<file path="src/tdbl_pkg.sv">
// ============================================================================
// tdbl_pkg: shared types and constants for the tree distance core
// Field widths, transaction structs, operation codes and the node index
// helper used by the sequencer and the table store.
// ============================================================================
`default_nettype none

package tdbl_pkg;

  // Field widths fixed by the item format
  localparam int unsigned NODE_W = 10;
  localparam int unsigned DIST_W = 11;
  localparam int unsigned MODE_W = 2;
  localparam int unsigned ALU_W  = 12;

  // Largest node count a 10-bit node number can reach
  localparam int unsigned NODE_MAX = 1 << NODE_W;

  // Parameter defaults
  localparam int unsigned NODES_DEF  = 1024;
  localparam int unsigned LEVELS_DEF = 10;

  typedef logic [NODE_W-1:0] node_t;
  typedef logic [DIST_W-1:0] dist_t;
  typedef logic [MODE_W-1:0] mode_t;
  typedef logic [ALU_W-1:0]  alu_t;

  // Item modes
  localparam mode_t MODE_LOAD  = 2'd0;
  localparam mode_t MODE_BUILD = 2'd1;
  localparam mode_t MODE_QUERY = 2'd2;

  // Store read kinds
  localparam logic RD_DEP  = 1'b0;
  localparam logic RD_JUMP = 1'b1;

  // Shared unit operations
  localparam logic ALU_ADD = 1'b0;
  localparam logic ALU_SUB = 1'b1;

  typedef struct packed {
    mode_t mode;
    node_t node;
    node_t other;
    node_t depth;
  } item_t;

  typedef struct packed {
    node_t ancestor;
    dist_t distance;
  } result_t;

  // Sequencer to store: one read and two write ports
  typedef struct packed {
    logic  rd_kind;
    node_t rd_node;
    logic  base_we;
    node_t base_node;
    node_t base_par;
    node_t base_dep;
    logic  up_we;
    node_t up_node;
    node_t up_val;
  } st_req_t;

  // Map node numbers outside the table onto the null node
  function automatic node_t node_idx(node_t v, int unsigned lim);
    return (32'(v) < lim) ? v : '0;
  endfunction

endpackage

`default_nettype wire

</file>
<file path="src/tdbl_alu.sv">
// ============================================================================
// tdbl_alu: shared add/subtract and compare unit
// One 12-bit adder used by the sequencer for depth ordering, node equality
// checks, the depth sum and the final distance.
// ============================================================================
`default_nettype none

module tdbl_alu (
  input  wire logic           op_i,
  input  wire tdbl_pkg::alu_t x_i,
  input  wire tdbl_pkg::alu_t y_i,
  output tdbl_pkg::alu_t      res_o,
  output logic                zero_o,
  output logic                neg_o
);
  import tdbl_pkg::*;

  // Add or subtract; operands stay below 2^11 so the top bit is the sign
  always_comb begin
    if (op_i == ALU_SUB) begin
      res_o = x_i - y_i;
    end else begin
      res_o = x_i + y_i;
    end
    zero_o = (res_o == '0);
    neg_o  = res_o[ALU_W-1];
  end

endmodule

`default_nettype wire

</file>
<file path="src/tdbl_seq.sv">
// ============================================================================
// tdbl_seq: sequencer for load, build and query transactions
// Steps through table reads one at a time, driving the shared add/compare
// unit for ordering, equality tests and the distance.
// ============================================================================
`default_nettype none

module tdbl_seq #(
  parameter  int unsigned NODES  = tdbl_pkg::NODES_DEF,
  parameter  int unsigned LEVELS = tdbl_pkg::LEVELS_DEF,
  localparam int unsigned LW     = (LEVELS > 1) ? $clog2(LEVELS) : 1
) (
  input  wire logic              clk_i,
  input  wire logic              rst_ni,
  input  wire logic              start_i,
  input  wire tdbl_pkg::item_t   item_i,
  input  wire tdbl_pkg::node_t   node_count_i,
  input  wire tdbl_pkg::node_t   rd_data_i,
  output logic                   busy_o,
  output logic                   done_o,
  output tdbl_pkg::result_t      res_o,
  output tdbl_pkg::st_req_t      req_o,
  output logic [LW-1:0]          rd_lvl_o,
  output logic [LW-1:0]          up_lvl_o,
  output tdbl_pkg::node_t        fill_o
);
  import tdbl_pkg::*;

  localparam int unsigned ENODES = (NODES < NODE_MAX) ? NODES : NODE_MAX;
  localparam int unsigned AW     = $clog2(ENODES);
  localparam int unsigned SW     = 5;

  localparam logic [SW-1:0] ST_CLEAR = 5'd0;
  localparam logic [SW-1:0] ST_IDLE  = 5'd1;
  localparam logic [SW-1:0] ST_LOAD  = 5'd2;
  localparam logic [SW-1:0] ST_ZERO  = 5'd3;
  localparam logic [SW-1:0] ST_BINIT = 5'd4;
  localparam logic [SW-1:0] ST_B1    = 5'd5;
  localparam logic [SW-1:0] ST_B2    = 5'd6;
  localparam logic [SW-1:0] ST_B3    = 5'd7;
  localparam logic [SW-1:0] ST_QDX   = 5'd8;
  localparam logic [SW-1:0] ST_QDY   = 5'd9;
  localparam logic [SW-1:0] ST_QORD  = 5'd10;
  localparam logic [SW-1:0] ST_P1    = 5'd11;
  localparam logic [SW-1:0] ST_P1W   = 5'd12;
  localparam logic [SW-1:0] ST_EQ    = 5'd13;
  localparam logic [SW-1:0] ST_P2A   = 5'd14;
  localparam logic [SW-1:0] ST_P2B   = 5'd15;
  localparam logic [SW-1:0] ST_P2C   = 5'd16;
  localparam logic [SW-1:0] ST_FIN   = 5'd17;
  localparam logic [SW-1:0] ST_FINW  = 5'd18;
  localparam logic [SW-1:0] ST_DSUM  = 5'd19;
  localparam logic [SW-1:0] ST_DIST  = 5'd20;

  localparam logic [LW-1:0] LV_TOP = LW'(LEVELS - 1);

  // Control state
  logic [SW-1:0] state_q, state_d;
  logic [AW-1:0] i_q, i_d;
  logic [LW-1:0] lv_q, lv_d;
  node_t         fill_q, fill_d;

  // Working registers
  node_t             a_q, a_d, b_q, b_d, ua_q, ua_d, anc_q, anc_d, dep_q, dep_d;
  node_t             da_q, da_d, db_q, db_d;
  logic [LEVELS-1:0] d_q, d_d;
  logic [AW-1:0]     last_q, last_d;
  dist_t             sum_q, sum_d;

  // Shared unit hookup
  logic  alu_op, alu_zero, alu_neg;
  alu_t  alu_x, alu_y, alu_res;
  node_t absd, lim;

  tdbl_alu u_alu (
    .op_i   (alu_op),
    .x_i    (alu_x),
    .y_i    (alu_y),
    .res_o  (alu_res),
    .zero_o (alu_zero),
    .neg_o  (alu_neg)
  );

  assign busy_o   = (state_q != ST_IDLE);
  assign up_lvl_o = lv_q;
  assign fill_o   = fill_q;

  // Build covers nodes up to the smaller of node_count and the table top
  assign lim  = (32'(node_count_i) > ENODES - 1) ? NODE_W'(ENODES - 1) : node_count_i;
  // Magnitude of the depth difference from the subtraction
  assign absd = alu_neg ? NODE_W'(-alu_res) : NODE_W'(alu_res);

  always_comb begin
    state_d  = state_q;
    i_d      = i_q;
    lv_d     = lv_q;
    fill_d   = fill_q;
    a_d      = a_q;
    b_d      = b_q;
    ua_d     = ua_q;
    anc_d    = anc_q;
    dep_d    = dep_q;
    da_d     = da_q;
    db_d     = db_q;
    d_d      = d_q;
    last_d   = last_q;
    sum_d    = sum_q;
    alu_op   = ALU_SUB;
    alu_x    = '0;
    alu_y    = '0;
    done_o   = 1'b0;
    res_o    = '0;
    req_o    = '0;
    rd_lvl_o = '0;

    unique case (state_q)
      // Sweep level 0 and depth to zero after reset
      ST_CLEAR: begin
        req_o.base_we   = 1'b1;
        req_o.base_node = NODE_W'(i_q);
        if (i_q == AW'(ENODES - 1)) begin
          state_d = ST_IDLE;
        end else begin
          i_d = i_q + AW'(1);
        end
      end

      // Take a transaction and dispatch on its mode
      ST_IDLE: begin
        if (start_i) begin
          a_d    = node_idx(item_i.node, ENODES);
          b_d    = (item_i.mode == MODE_LOAD) ? item_i.other
                                              : node_idx(item_i.other, ENODES);
          dep_d  = item_i.depth;
          last_d = lim[AW-1:0];
          unique case (item_i.mode)
            MODE_LOAD:  state_d = ST_LOAD;
            MODE_BUILD: state_d = ST_BINIT;
            MODE_QUERY: state_d = ST_QDX;
            default:    state_d = ST_ZERO;
          endcase
        end
      end

      // Store parent and depth; drop writes to the null node
      ST_LOAD: begin
        if (a_q != '0) begin
          req_o.base_we   = 1'b1;
          req_o.base_node = a_q;
          req_o.base_par  = b_q;
          req_o.base_dep  = dep_q;
        end
        state_d = ST_ZERO;
      end

      ST_ZERO: begin
        done_o  = 1'b1;
        state_d = ST_IDLE;
      end

      // Raise the fill count and start the level sweep
      ST_BINIT: begin
        if (NODE_W'(last_q) > fill_q) begin
          fill_d = NODE_W'(last_q);
        end
        lv_d = LW'(1);
        i_d  = AW'(1);
        if (LEVELS == 1 || last_q == '0) begin
          state_d = ST_ZERO;
        end else begin
          state_d = ST_B1;
        end
      end

      ST_B1: begin
        req_o.rd_kind = RD_JUMP;
        req_o.rd_node = NODE_W'(i_q);
        rd_lvl_o      = lv_q - LW'(1);
        state_d       = ST_B2;
      end

      ST_B2: begin
        req_o.rd_kind = RD_JUMP;
        req_o.rd_node = rd_data_i;
        rd_lvl_o      = lv_q - LW'(1);
        state_d       = ST_B3;
      end

      // Write the new jump and advance node, then level
      ST_B3: begin
        req_o.up_we   = 1'b1;
        req_o.up_node = NODE_W'(i_q);
        req_o.up_val  = rd_data_i;
        state_d       = ST_B1;
        if (i_q == last_q) begin
          i_d = AW'(1);
          if (lv_q == LV_TOP) begin
            state_d = ST_ZERO;
          end else begin
            lv_d = lv_q + LW'(1);
          end
        end else begin
          i_d = i_q + AW'(1);
        end
      end

      ST_QDX: begin
        req_o.rd_kind = RD_DEP;
        req_o.rd_node = a_q;
        state_d       = ST_QDY;
      end

      ST_QDY: begin
        da_d          = rd_data_i;
        req_o.rd_kind = RD_DEP;
        req_o.rd_node = b_q;
        state_d       = ST_QORD;
      end

      // Order the nodes so that a is the deeper one
      ST_QORD: begin
        alu_x = ALU_W'(da_q);
        alu_y = ALU_W'(rd_data_i);
        if (alu_neg) begin
          a_d  = b_q;
          b_d  = a_q;
          da_d = rd_data_i;
          db_d = da_q;
        end else begin
          db_d = rd_data_i;
        end
        d_d     = LEVELS'(absd);
        lv_d    = LV_TOP;
        state_d = ST_P1;
      end

      // Lift a by the set bits of the depth difference
      ST_P1: begin
        if (d_q[lv_q]) begin
          req_o.rd_kind = RD_JUMP;
          req_o.rd_node = a_q;
          rd_lvl_o      = lv_q;
          state_d       = ST_P1W;
        end else if (lv_q == '0) begin
          state_d = ST_EQ;
        end else begin
          lv_d = lv_q - LW'(1);
        end
      end

      ST_P1W: begin
        a_d = rd_data_i;
        if (lv_q == '0) begin
          state_d = ST_EQ;
        end else begin
          lv_d    = lv_q - LW'(1);
          state_d = ST_P1;
        end
      end

      // Same node after the first phase is the answer
      ST_EQ: begin
        alu_x         = ALU_W'(a_q);
        alu_y         = ALU_W'(b_q);
        req_o.rd_kind = RD_DEP;
        req_o.rd_node = a_q;
        anc_d         = a_q;
        if (alu_zero) begin
          state_d = ST_DSUM;
        end else begin
          lv_d    = LV_TOP;
          state_d = ST_P2A;
        end
      end

      ST_P2A: begin
        req_o.rd_kind = RD_JUMP;
        req_o.rd_node = a_q;
        rd_lvl_o      = lv_q;
        state_d       = ST_P2B;
      end

      ST_P2B: begin
        ua_d          = rd_data_i;
        req_o.rd_kind = RD_JUMP;
        req_o.rd_node = b_q;
        rd_lvl_o      = lv_q;
        state_d       = ST_P2C;
      end

      // Lift both nodes while their ancestors differ
      ST_P2C: begin
        alu_x = ALU_W'(ua_q);
        alu_y = ALU_W'(rd_data_i);
        if (!alu_zero) begin
          a_d = ua_q;
          b_d = rd_data_i;
        end
        if (lv_q == '0) begin
          state_d = ST_FIN;
        end else begin
          lv_d    = lv_q - LW'(1);
          state_d = ST_P2A;
        end
      end

      ST_FIN: begin
        req_o.rd_kind = RD_JUMP;
        req_o.rd_node = a_q;
        state_d       = ST_FINW;
      end

      ST_FINW: begin
        anc_d         = rd_data_i;
        req_o.rd_kind = RD_DEP;
        req_o.rd_node = rd_data_i;
        state_d       = ST_DSUM;
      end

      // Capture the ancestor depth and add the node depths
      ST_DSUM: begin
        dep_d   = rd_data_i;
        alu_op  = ALU_ADD;
        alu_x   = ALU_W'(da_q);
        alu_y   = ALU_W'(db_q);
        sum_d   = alu_res[DIST_W-1:0];
        state_d = ST_DIST;
      end

      // Subtract twice the ancestor depth, saturate at zero
      ST_DIST: begin
        alu_x          = ALU_W'(sum_q);
        alu_y          = ALU_W'({dep_q, 1'b0});
        done_o         = 1'b1;
        res_o.ancestor = anc_q;
        res_o.distance = alu_neg ? '0 : alu_res[DIST_W-1:0];
        state_d        = ST_IDLE;
      end

      default: begin
        state_d = ST_IDLE;
      end
    endcase
  end

  // Control registers
  always_ff @(posedge clk_i or negedge rst_ni) begin
    if (!rst_ni) begin
      state_q <= ST_CLEAR;
      i_q     <= '0;
      lv_q    <= '0;
      fill_q  <= '0;
    end else begin
      state_q <= state_d;
      i_q     <= i_d;
      lv_q    <= lv_d;
      fill_q  <= fill_d;
    end
  end

  // Working registers
  always_ff @(posedge clk_i) begin
    a_q    <= a_d;
    b_q    <= b_d;
    ua_q   <= ua_d;
    anc_q  <= anc_d;
    dep_q  <= dep_d;
    da_q   <= da_d;
    db_q   <= db_d;
    d_q    <= d_d;
    last_q <= last_d;
    sum_q  <= sum_d;
  end

endmodule

`default_nettype wire

</file>
<file path="config.mk">
export PLATFORM = sky130hd
export DESIGN_NAME = tdbl_seq
export DESIGN_NICKNAME = d
export VERILOG_FILES = /design/src/tdbl_pkg.sv /design/src/tdbl_alu.sv /design/src/tdbl_seq.sv
export SDC_FILE = /design/constraint.sdc
export NUM_CORES = 1
export LEC_CHECK = 0
export ABC_AREA = 1
export BUFFER_PORTS_ARGS = -buffer_cell sky130_fd_sc_hd__buf_2
export CAP_MARGIN = 30
export CORE_AREA = 2 2 163 165
export CTS_CLUSTER_SIZE = 12
export DETAILED_ROUTE_END_ITERATION = 6
export DIE_AREA = 0 0 165 167
export SYNTH_ARGS = -nofsm -noshare
export SYNTH_HDL_FRONTEND = slang
export SYNTH_HIERARCHICAL = 1
export SYNTH_SLANG_ARGS = --single-unit
</file>
<file path="constraint.sdc">
create_clock -name clk_i -period 4.7 [get_ports clk_i]
set_input_delay 0.47 -clock clk_i [delete_from_list [all_inputs] [get_ports clk_i]]
set_output_delay 0.47 -clock clk_i [all_outputs]
set_load 0.005 [all_outputs]
</file>
Word level (Yosys, flattened, before mapping)
Index checks and enable logic that the tools add are counted.
{ "classes": {"add_sub_neg": 6, "multipliers": 0, "div_mod_pow": 0, "order_cmp": 2, "n_eq_ne": 36, "shifts": 0, "muxes": 52, "bitwise_logic": 0, "reduce_logical": 30} }
{ "op_table": {"columns": ["cell", "count"], "rows": [
  ["10-bit two-way mux", 12],
  ["5-bit one-hot mux with 19 select lines", 1],
  ["11-bit one-hot mux with 4 select lines", 2],
  ["11-bit one-hot mux with 8 select lines", 1],
  ["10-bit one-hot mux with 2 select lines", 3],
  ["10-bit one-hot mux with 3 select lines", 2],
  ["21-bit two-way mux", 2],
  ["5-bit by 4-bit equality test with 1-bit output, second input constant", 8],
  ["10-bit one-hot mux with 4 select lines", 1],
  ["31-bit two-way mux", 1],
  ["5-bit two-way mux", 6],
  ["5-bit equality test, second input constant", 5],
  ["4-bit two-way mux", 6],
  ["4-bit one-hot mux with 3 select lines", 2],
  ["4-bit one-hot mux with 6 select lines", 1],
  ["11-bit two-way mux", 2],
  ["11-bit one-hot mux with 2 select lines", 1],
  ["5-bit by 3-bit equality test with 1-bit output, second input constant", 4],
  ["20-bit two-way mux", 1],
  ["2-bit != test, second input constant", 9],
  ["2-bit OR reduction", 8],
  ["11-bit by 11-bit adder with 12-bit output", 1],
  ["12-bit logical NOT", 1],
  ["12-bit two-way mux", 1],
  ["other kinds (32)", 45]
]} }
{ "word_totals": {"regBits": 130, "latchBits": 0, "ramBits": 0, "romBits": 0, "in_bits": 55, "out_inout_bits": 104, "elab_cells": 140, "n_memories": 0} }

Longest topological paths before layout
Gate-level depths: netlist of the first run.
{ "logic_depth": {"word_depth": 8, "mapped_depth": 31, "ltp_nobuf": 31} }

Modules after synthesis
Netlist of the first run, hierarchy kept.
{ "modules_own_cells": {"columns": ["mod", "instances", "cells_per_inst", "area_each_um2", "seq_area_each_um2"], "rows": [
  ["tdbl_seq", 1, 976, 7815.0, 3758.6],
  ["tdbl_alu", 1, 190, 1057.3, 0.0]
]} }

Worst setup path after synthesis of the first run
OpenSTA, ideal clock, no wires.
{ "synth_path": {"kind": "register -> register", "start": "register state_q[3]", "end": "register a_q[0] (enable)", "setup_time_ns": 0.380, "t_arrival_ns": 4.429, "required_time_ns": 4.320, "slack_ns": -0.109, "path_stages_with_launch": 27, "n_path_buf": 3, "synth_period_minus_slack_ns": 4.809, "path_cell_list": "dfrtp_1 > buf_2 > inv_1 > nor2_1 > nand2_1 > nor2_4 > nor2_1 > clkbuf_1 > o21ai_0 > inv_1 > ha_1 > a31oi_1 > xor2_1 > inv_1 > ha_1 > nand2_1 > nand2_1 > a21oi_2 > nand2_4 > nand2_2 > nand2_2 > inv_2 > nand2_4 > nand2_1 > clkbuf_1 > o221ai_1 > a21oi_1"} }
{ "synth_via": {"elab_chain_cells": 8, "elab_cells_between_ends": 20} }
{ "synth_rtl": {"columns": ["element", "line", "rtl"], "rows": [
  ["from (decl)", "tdbl_seq.sv:58", "logic [SW-1:0] state_q, state_d;"],
  ["from (signal assigned)", "tdbl_seq.sv:354", "state_q <= state_d;"],
  ["5-bit equality test or 5-bit by 4-bit equality test with 1-bit output (tied branches)", "tdbl_seq.sv:116", "unique case (state_q)"],
  ["2-bit OR reduction (no line)", null, null],
  ["11-bit one-hot mux with 4 select lines *", "tdbl_seq.sv:116", null],
  ["named net alu_y[0]", "tdbl_seq.sv:72", "alu_t alu_x, alu_y, alu_res;"],
  ["11-bit by 11-bit subtractor with 12-bit output or 11-bit by 11-bit adder with 12-bit output (tied branches)", "tdbl_alu.sv:21, tdbl_alu.sv:23", null],
  ["12-bit two-way mux *", "tdbl_alu.sv:20", "if (op_i == ALU_SUB) begin"],
  ["named net alu_neg", "tdbl_seq.sv:71", "logic alu_op, alu_zero, alu_neg;"],
  ["12-bit logical NOT", "tdbl_alu.sv:25", "zero_o = (res_o == '0);"],
  ["2-bit != test (no line)", null, null],
  ["4-bit AND reduction (no line) *", null, null],
  ["to (signal assigned)", "tdbl_seq.sv:363", "a_q <= a_d;"],
  ["to (decl)", "tdbl_seq.sv:64", "node_t a_q, a_d, b_q, b_d, ua_q, ua_d, anc_q, anc_d, dep_q, dep_d;"]
]} }
Mark *: on every way through the listed nets, which the timed path passes. The rest lies on a longest branch.
A chain may end at the register's enable or synchronous reset.

==> flow_summary_export.csv, run 1 <==
group,metric,value,unit
run_status,run_status,"finished, final reports clean",
place,dp.cells,1671,
finish,diodes,0,
critical_path,end_kind,"output pin",
worst_hold_path,hold_path_class,"input pin to async pin",
route,viasPerCell,5.22,
die,die_h,167,um
timing,fin_crit_sh,95.1,%
synth,yosysWarnings,6,
route,drc,0,
global_routing,grt_max_degree,30,
clock_tree,cts-root-buf,"clkbuf_16",
finish,nets,1448,
route,ant_nets,0,
clock_tree,cts.sinks,130,
synth,synth.avg_cell_area,7.61,um2
clock_tree,cts_max_path_buffers,2,
finish,syn2layout_area_growth,25.4,%
clock_tree,clk_latency,0.44,ns
place,globalplace.congestion,0.959,
global_routing,grt-ovfl-total,0,
finish,layout.cells.most_common,"nand2_1",
timing,tightest_slew,0.941,ns
route,vias,8923,
place,place_hpwl,24800,um
power_and_ir_drop,p_per_area,529,nW/um2
route,drt-pass1-iter-count,5,
critical_path,path_buf_inv,7,
global_routing,grt_pass1_vias,8515,
timing,skew,0.0177,ns
finish,postLayoutCellArea,11100,um2
clock_tree,htreeDepth,4,
place,port_buffers,158,
critical_path,cp.depth,23,
timing,hold_viol_final,0,
finish,drive_gt1_share,23.5,%
critical_path,slowest_stage,"dfrtp_2",
die,io_pins,159,
die,core,25800,um2
critical_path,arrival,4.00,ns
timing,slew_headroom,37.1,%
critical_path,max_stage_delay,0.47,ns
die,die_w,165,um
timing,setup_slack,0.229,ns
clock_tree,numCtsBuffers,17,
route,drt_iter0_markers,844,
critical_path,crit_family,"simple AND/OR/NAND/NOR gates",
clock_tree,cts_tree,"done",
critical_path,start_kind,"register",
finish,stdcell_count,1709,
job,maxCapViolations,0,
timing,setup_tns,0,ns
route,wl,31900,um
die,start_util,34.4,%
power_and_ir_drop,vdd_drop_max,242,uV
route,wire_per_inst,18.7,um
place,place_area,10200,um2
finish,layout_common_cells,"nand2_1 (285), inv_1 (177), buf_2 (158), nor2_1 (139), edfxtp_1 (101)",
place,place_ws,0.175,ns
critical_path,critical_path_class,"register to output pin",
critical_path,worstPathCellList,"buf_4, nand3_2, nor2_2, buf_4, a22oi_1, o221ai_4, inv_1, nand3_1, o21ai_0, xnor2_1, inv_1, ha_1, nand2_2, nor3_2, nand2_2, nand2_2, inv_2, nand2_4, nand2_4, inv_6, nand2_4, nor2_1, buf_2",
global_routing,track_usage,23.0,%
critical_path,cp_data_required_time,4.23,ns
global_routing,grt_pass1_wl,48000,um
synth,synth_area,8860,um2
timing,finalSetupViolCount,0,
timing,holdWs,0.0773,ns
power_and_ir_drop,power_leakage,5.53,nW
timing,max_freq,224,MHz
timing,drv_slew,0,
global_routing,antenna_found_initial,0,
critical_path,rr_worst_depth,24,
die,rows,59,
synth,netlist_instances,1165,
die,dieArea,27600,um2
critical_path,crit_fanout,9,
timing,post-route-min-period,4.47,ns
clock_tree,clk_pin_slew,0.07,ns
## repair_timing
item                                    4_1_cts  5_1_grt
gates resized for setup                       6       45
endpoints found under the setup margin       11       38
buffers inserted                              3        3
hold buffers                                  0        0
pin swaps                                     1       10
## cell type report
type,count,area [um2]
inverter,188,716
multi-input combinational,820,4450
timing repair buffer,204,1160
fill,2564,14600
sequential,130,3760
clock buffer,17,425
tap,335,419
clock inverter,15,186
## power breakdown
| part | total, mW | internal (mW) | switching [mW] |
|---|---|---|---|
| combinational | 2.62 | 0.878 | 1.74 |
| clock | 1.38 | 0.765 | 0.615 |
| sequential | 1.89 | 1.63 | 0.262 |
## metal layers
metal	vias up	part of all wire, %	GRT usage, %
met3	57	7.3	3.76
met1	4200	43	30.6
met2	409	48	38.7
li1	4257	-	-
met4	0	2.1	6.16
met5	-	0	0
## sequential cells by signal, summed over array words and instances (netlist names)
signal and count:
sum_q 11, a_q 10, anc_q 10, b_q 10, d_q 10, da_q 10, db_q 10, dep_q 10
fill_o 10, i_q 10, last_q 10, ua_q 10, state_q 5, up_lvl_o 4
## through the flow
step / util [%] / power (mW)
after floorplan: - / 3.47
after global placement: 39.7 / 4.39
after detailed placement: 39.8 / 4.41
after CTS: 42.3 / 5.80
after global routing: 43.2 / 6.28
final: 43.2 / 5.89
## final timing paths
path	slack, ns	to	startpoint
max in group asynchronous	4.12	state_q[3]	rst_ni
min in group clk_i	0.21	last_q[1]	node_count_i[1]
setup reg to reg	0.31	a_q[2]	state_q[3]
setup / recovery	0.23	res_o[3]	state_q[3]
hold reg to reg	0.52	fill_o[6]	fill_o[6]
hold / removal	0.08	fill_o[0]	rst_ni
(Power assumes the default switching activity.)
==> inputs of run 2 (changes only) <==
--- a/config.mk
+++ b/config.mk
@@ -9,6 +9,7 @@
 export BUFFER_PORTS_ARGS = -buffer_cell sky130_fd_sc_hd__buf_2
 export CAP_MARGIN = 30
 export CORE_AREA = 2 2 163 165
+export CTS_BUF_LIST = sky130_fd_sc_hd__clkbuf_4 sky130_fd_sc_hd__clkbuf_8
 export CTS_CLUSTER_SIZE = 12
 export DETAILED_ROUTE_END_ITERATION = 6
 export DIE_AREA = 0 0 165 167
==> run 2 against run 1 <==
  * Critical path depth unchanged
  * Highest routed layer unchanged
  * Final cell count increased by 0.41%
  * Clock-buffer cell count unchanged
  * Non-clock buffer count grew 7
  * Core utilization shrank 0.42 points
  * Largest power group unchanged
==> flow_summary_export.csv, run 2 (same netlist as run 1, synthesis figures left out) <==
group,metric,value,unit
finish,layout_common_cells,"nand2_1 (285), inv_1 (175), buf_2 (158), nor2_1 (138), edfxtp_1 (101)",
route,drt_iter0_markers,829,
run_status,run_status,"finished, final reports clean",
critical_path,end_kind,"output pin",
critical_path,ff2ff_setup_slack,0.32,ns
critical_path,critical_path_class,"register to output pin",
place,port_buffers,158,
timing,slew_headroom,37.6,%
timing,post-route-min-period,4.41,ns
power_and_ir_drop,vdd_drop_max,204,uV
route,drt-pass1-iter-count,6,
clock_tree,numCtsBuffers,17,
finish,layout.cells.most_common,"nand2_1",
clock_tree,cts_max_path_buffers,2,
global_routing,grt-ovfl-total,0,
power_and_ir_drop,power_leakage,5.48,nW
clock_tree,htreeDepth,4,
critical_path,crit_fanout,9,
critical_path,arrival,3.94,ns
timing,drv_slew,0,
die,die_h,167,um
finish,diodes,0,
die,core,25800,um2
timing,fin_crit_sh,93.9,%
global_routing,grt_pass1_vias,8576,
clock_tree,clk_pin_slew,0.09,ns
clock_tree,cts-root-buf,"clkbuf_8",
critical_path,cp-endpoint,"res_o[5]",
finish,nets,1455,
global_routing,track_usage,22.9,%
die,die_w,165,um
die,rows,59,
clock_tree,cts.sinks,130,
route,drc,0,
power_and_ir_drop,p_per_area,503,nW/um2
job,maxCapViolations,0,
global_routing,antenna_found_initial,0,
timing,tightest_slew,0.934,ns
finish,fillerInstances,2581,
worst_hold_path,hold_path_class,"input pin to async pin",
clock_tree,clk_latency,0.47,ns
die,dieArea,27600,um2
place,place_hpwl,24800,um
route,wire_per_inst,18.7,um
route,vias,8984,
critical_path,r2r_end,"a_q[2]",
timing,skew,0.0263,ns
finish,drive_gt1_share,24.3,%
finish,regMostFlops,"sum_q",
die,io_pins,159,
route,viasPerCell,5.24,
timing,hold_viol_final,0,
timing,finalSetupViolCount,0,
finish,largest_reg_flops,11,
timing,setup_slack,0.288,ns
route,wl,32000,um
place,place_area,10200,um2
global_routing,grt_pass1_wl,48000,um
finish,syn2layout_area_growth,24.2,%
clock_tree,cts_tree,"done",
clock_tree,cts_hold_buffers,0,
finish,utilization,42.7,%
critical_path,start_kind,"register",
route,ant_nets,0,
critical_path,critPathLaunch,"state_q[3]",
timing,holdWs,0.0472,ns
critical_path,reg2reg_from,"state_q[2]",
critical_path,rr_worst_depth,25,
finish,postLayoutCellArea,11000,um2
place,globalplace.congestion,0.959,
timing,max_freq,227,MHz
place,place_ws,0.175,ns
critical_path,cp_data_required_time,4.23,ns
global_routing,grt_max_degree,30,
die,start_util,34.4,%
## run 2: cell types whose count changed in the layout (fill, tap and decap cells not counted), sizes merged
cell / before / now
buf: 204 / 210
clkdlybuf4s15: 0 / 1
## run 2: worst min path at each step
stage	to	start	cells after the start	slack [ns]
final	fill_o[0]	rst_ni	1	0.05
after global routing	fill_o[0]	rst_ni	1	0.08
after CTS	fill_o[0]	rst_ni	1	0.06
after detailed placement	fill_o[2]	fill_o[2]	2	0.50
after global placement	fill_o[7]	fill_o[7]	2	0.49
after floorplan	fill_o[0]	rst_ni	0	0.17
## run 2: cell type report
type                            instances  area [um2]  area share [%]
Clock buffer                           17         234            2.12
Clock inverter                         15         186            1.69
Inverter                              188         716            6.50
Multi-Input combinational cell        820        4480            40.6
Sequential cell                       130        3760            34.2
Tap cell                              335         419            3.81
Timing Repair Buffer                  211        1220            11.1
## run 2: through the flow
step           instances  power (mW)  TNS [ns]
2_1_floorplan       1166        3.47     -1.75
3_3_place_gp        1669        4.39         0
3_5_place_dp        1671        4.41         0
4_1_cts             1709        5.45         0
5_1_grt             1716        5.93    -0.252
6_report            1716        5.54         0
## run 2: report_power, final
group          switching (mW)  internal (mW)
Combinational            1.75          0.888
Sequential              0.257           1.62
Clock                   0.565          0.454
Total                    2.57           2.97
## run 2: timing repair
| action | 4_1_cts | 5_1_grt |
|---|---|---|
| cloned | 0 | 1 |
| resized for setup | 13 | 46 |
| setup endpoints to repair | 11 | 47 |
| pin swaps | 4 | 14 |
| setup buffers | 6 | 7 |
| endpoints found under the hold margin | 0 | 0 |
## run 2: critical path: stages, from the launching register on
cell and delay, ns:
dfrtp_2 0.48, buf_4 0.17, nand3_2 0.12, nor2_2 0.06
buf_4 0.18, a22oi_1 0.18, o221ai_1 0.19, nor2_2 0.16
nand4_1 0.19, o31ai_2 0.26, xnor2_1 0.14, inv_1 0.09
ha_4 0.29, nand2_2 0.07, nor3_2 0.20, nand2_2 0.08
nand2_2 0.08, inv_2 0.05, nand2_4 0.07, nand2_4 0.07
inv_6 0.08, nand2_4 0.07, nor2_1 0.09, buf_2 0.12
## run 2: layer usage
metal | GRT usage [%] | wire length [um] | part of all wire [%]
met1 | 30.3 | 13500 | 42
met2 | 38.3 | 15300 | 48
met3 | 3.96 | 2350 | 7.3
met4 | 6.88 | 839 | 2.6
met5 | 0 | 0 | 0
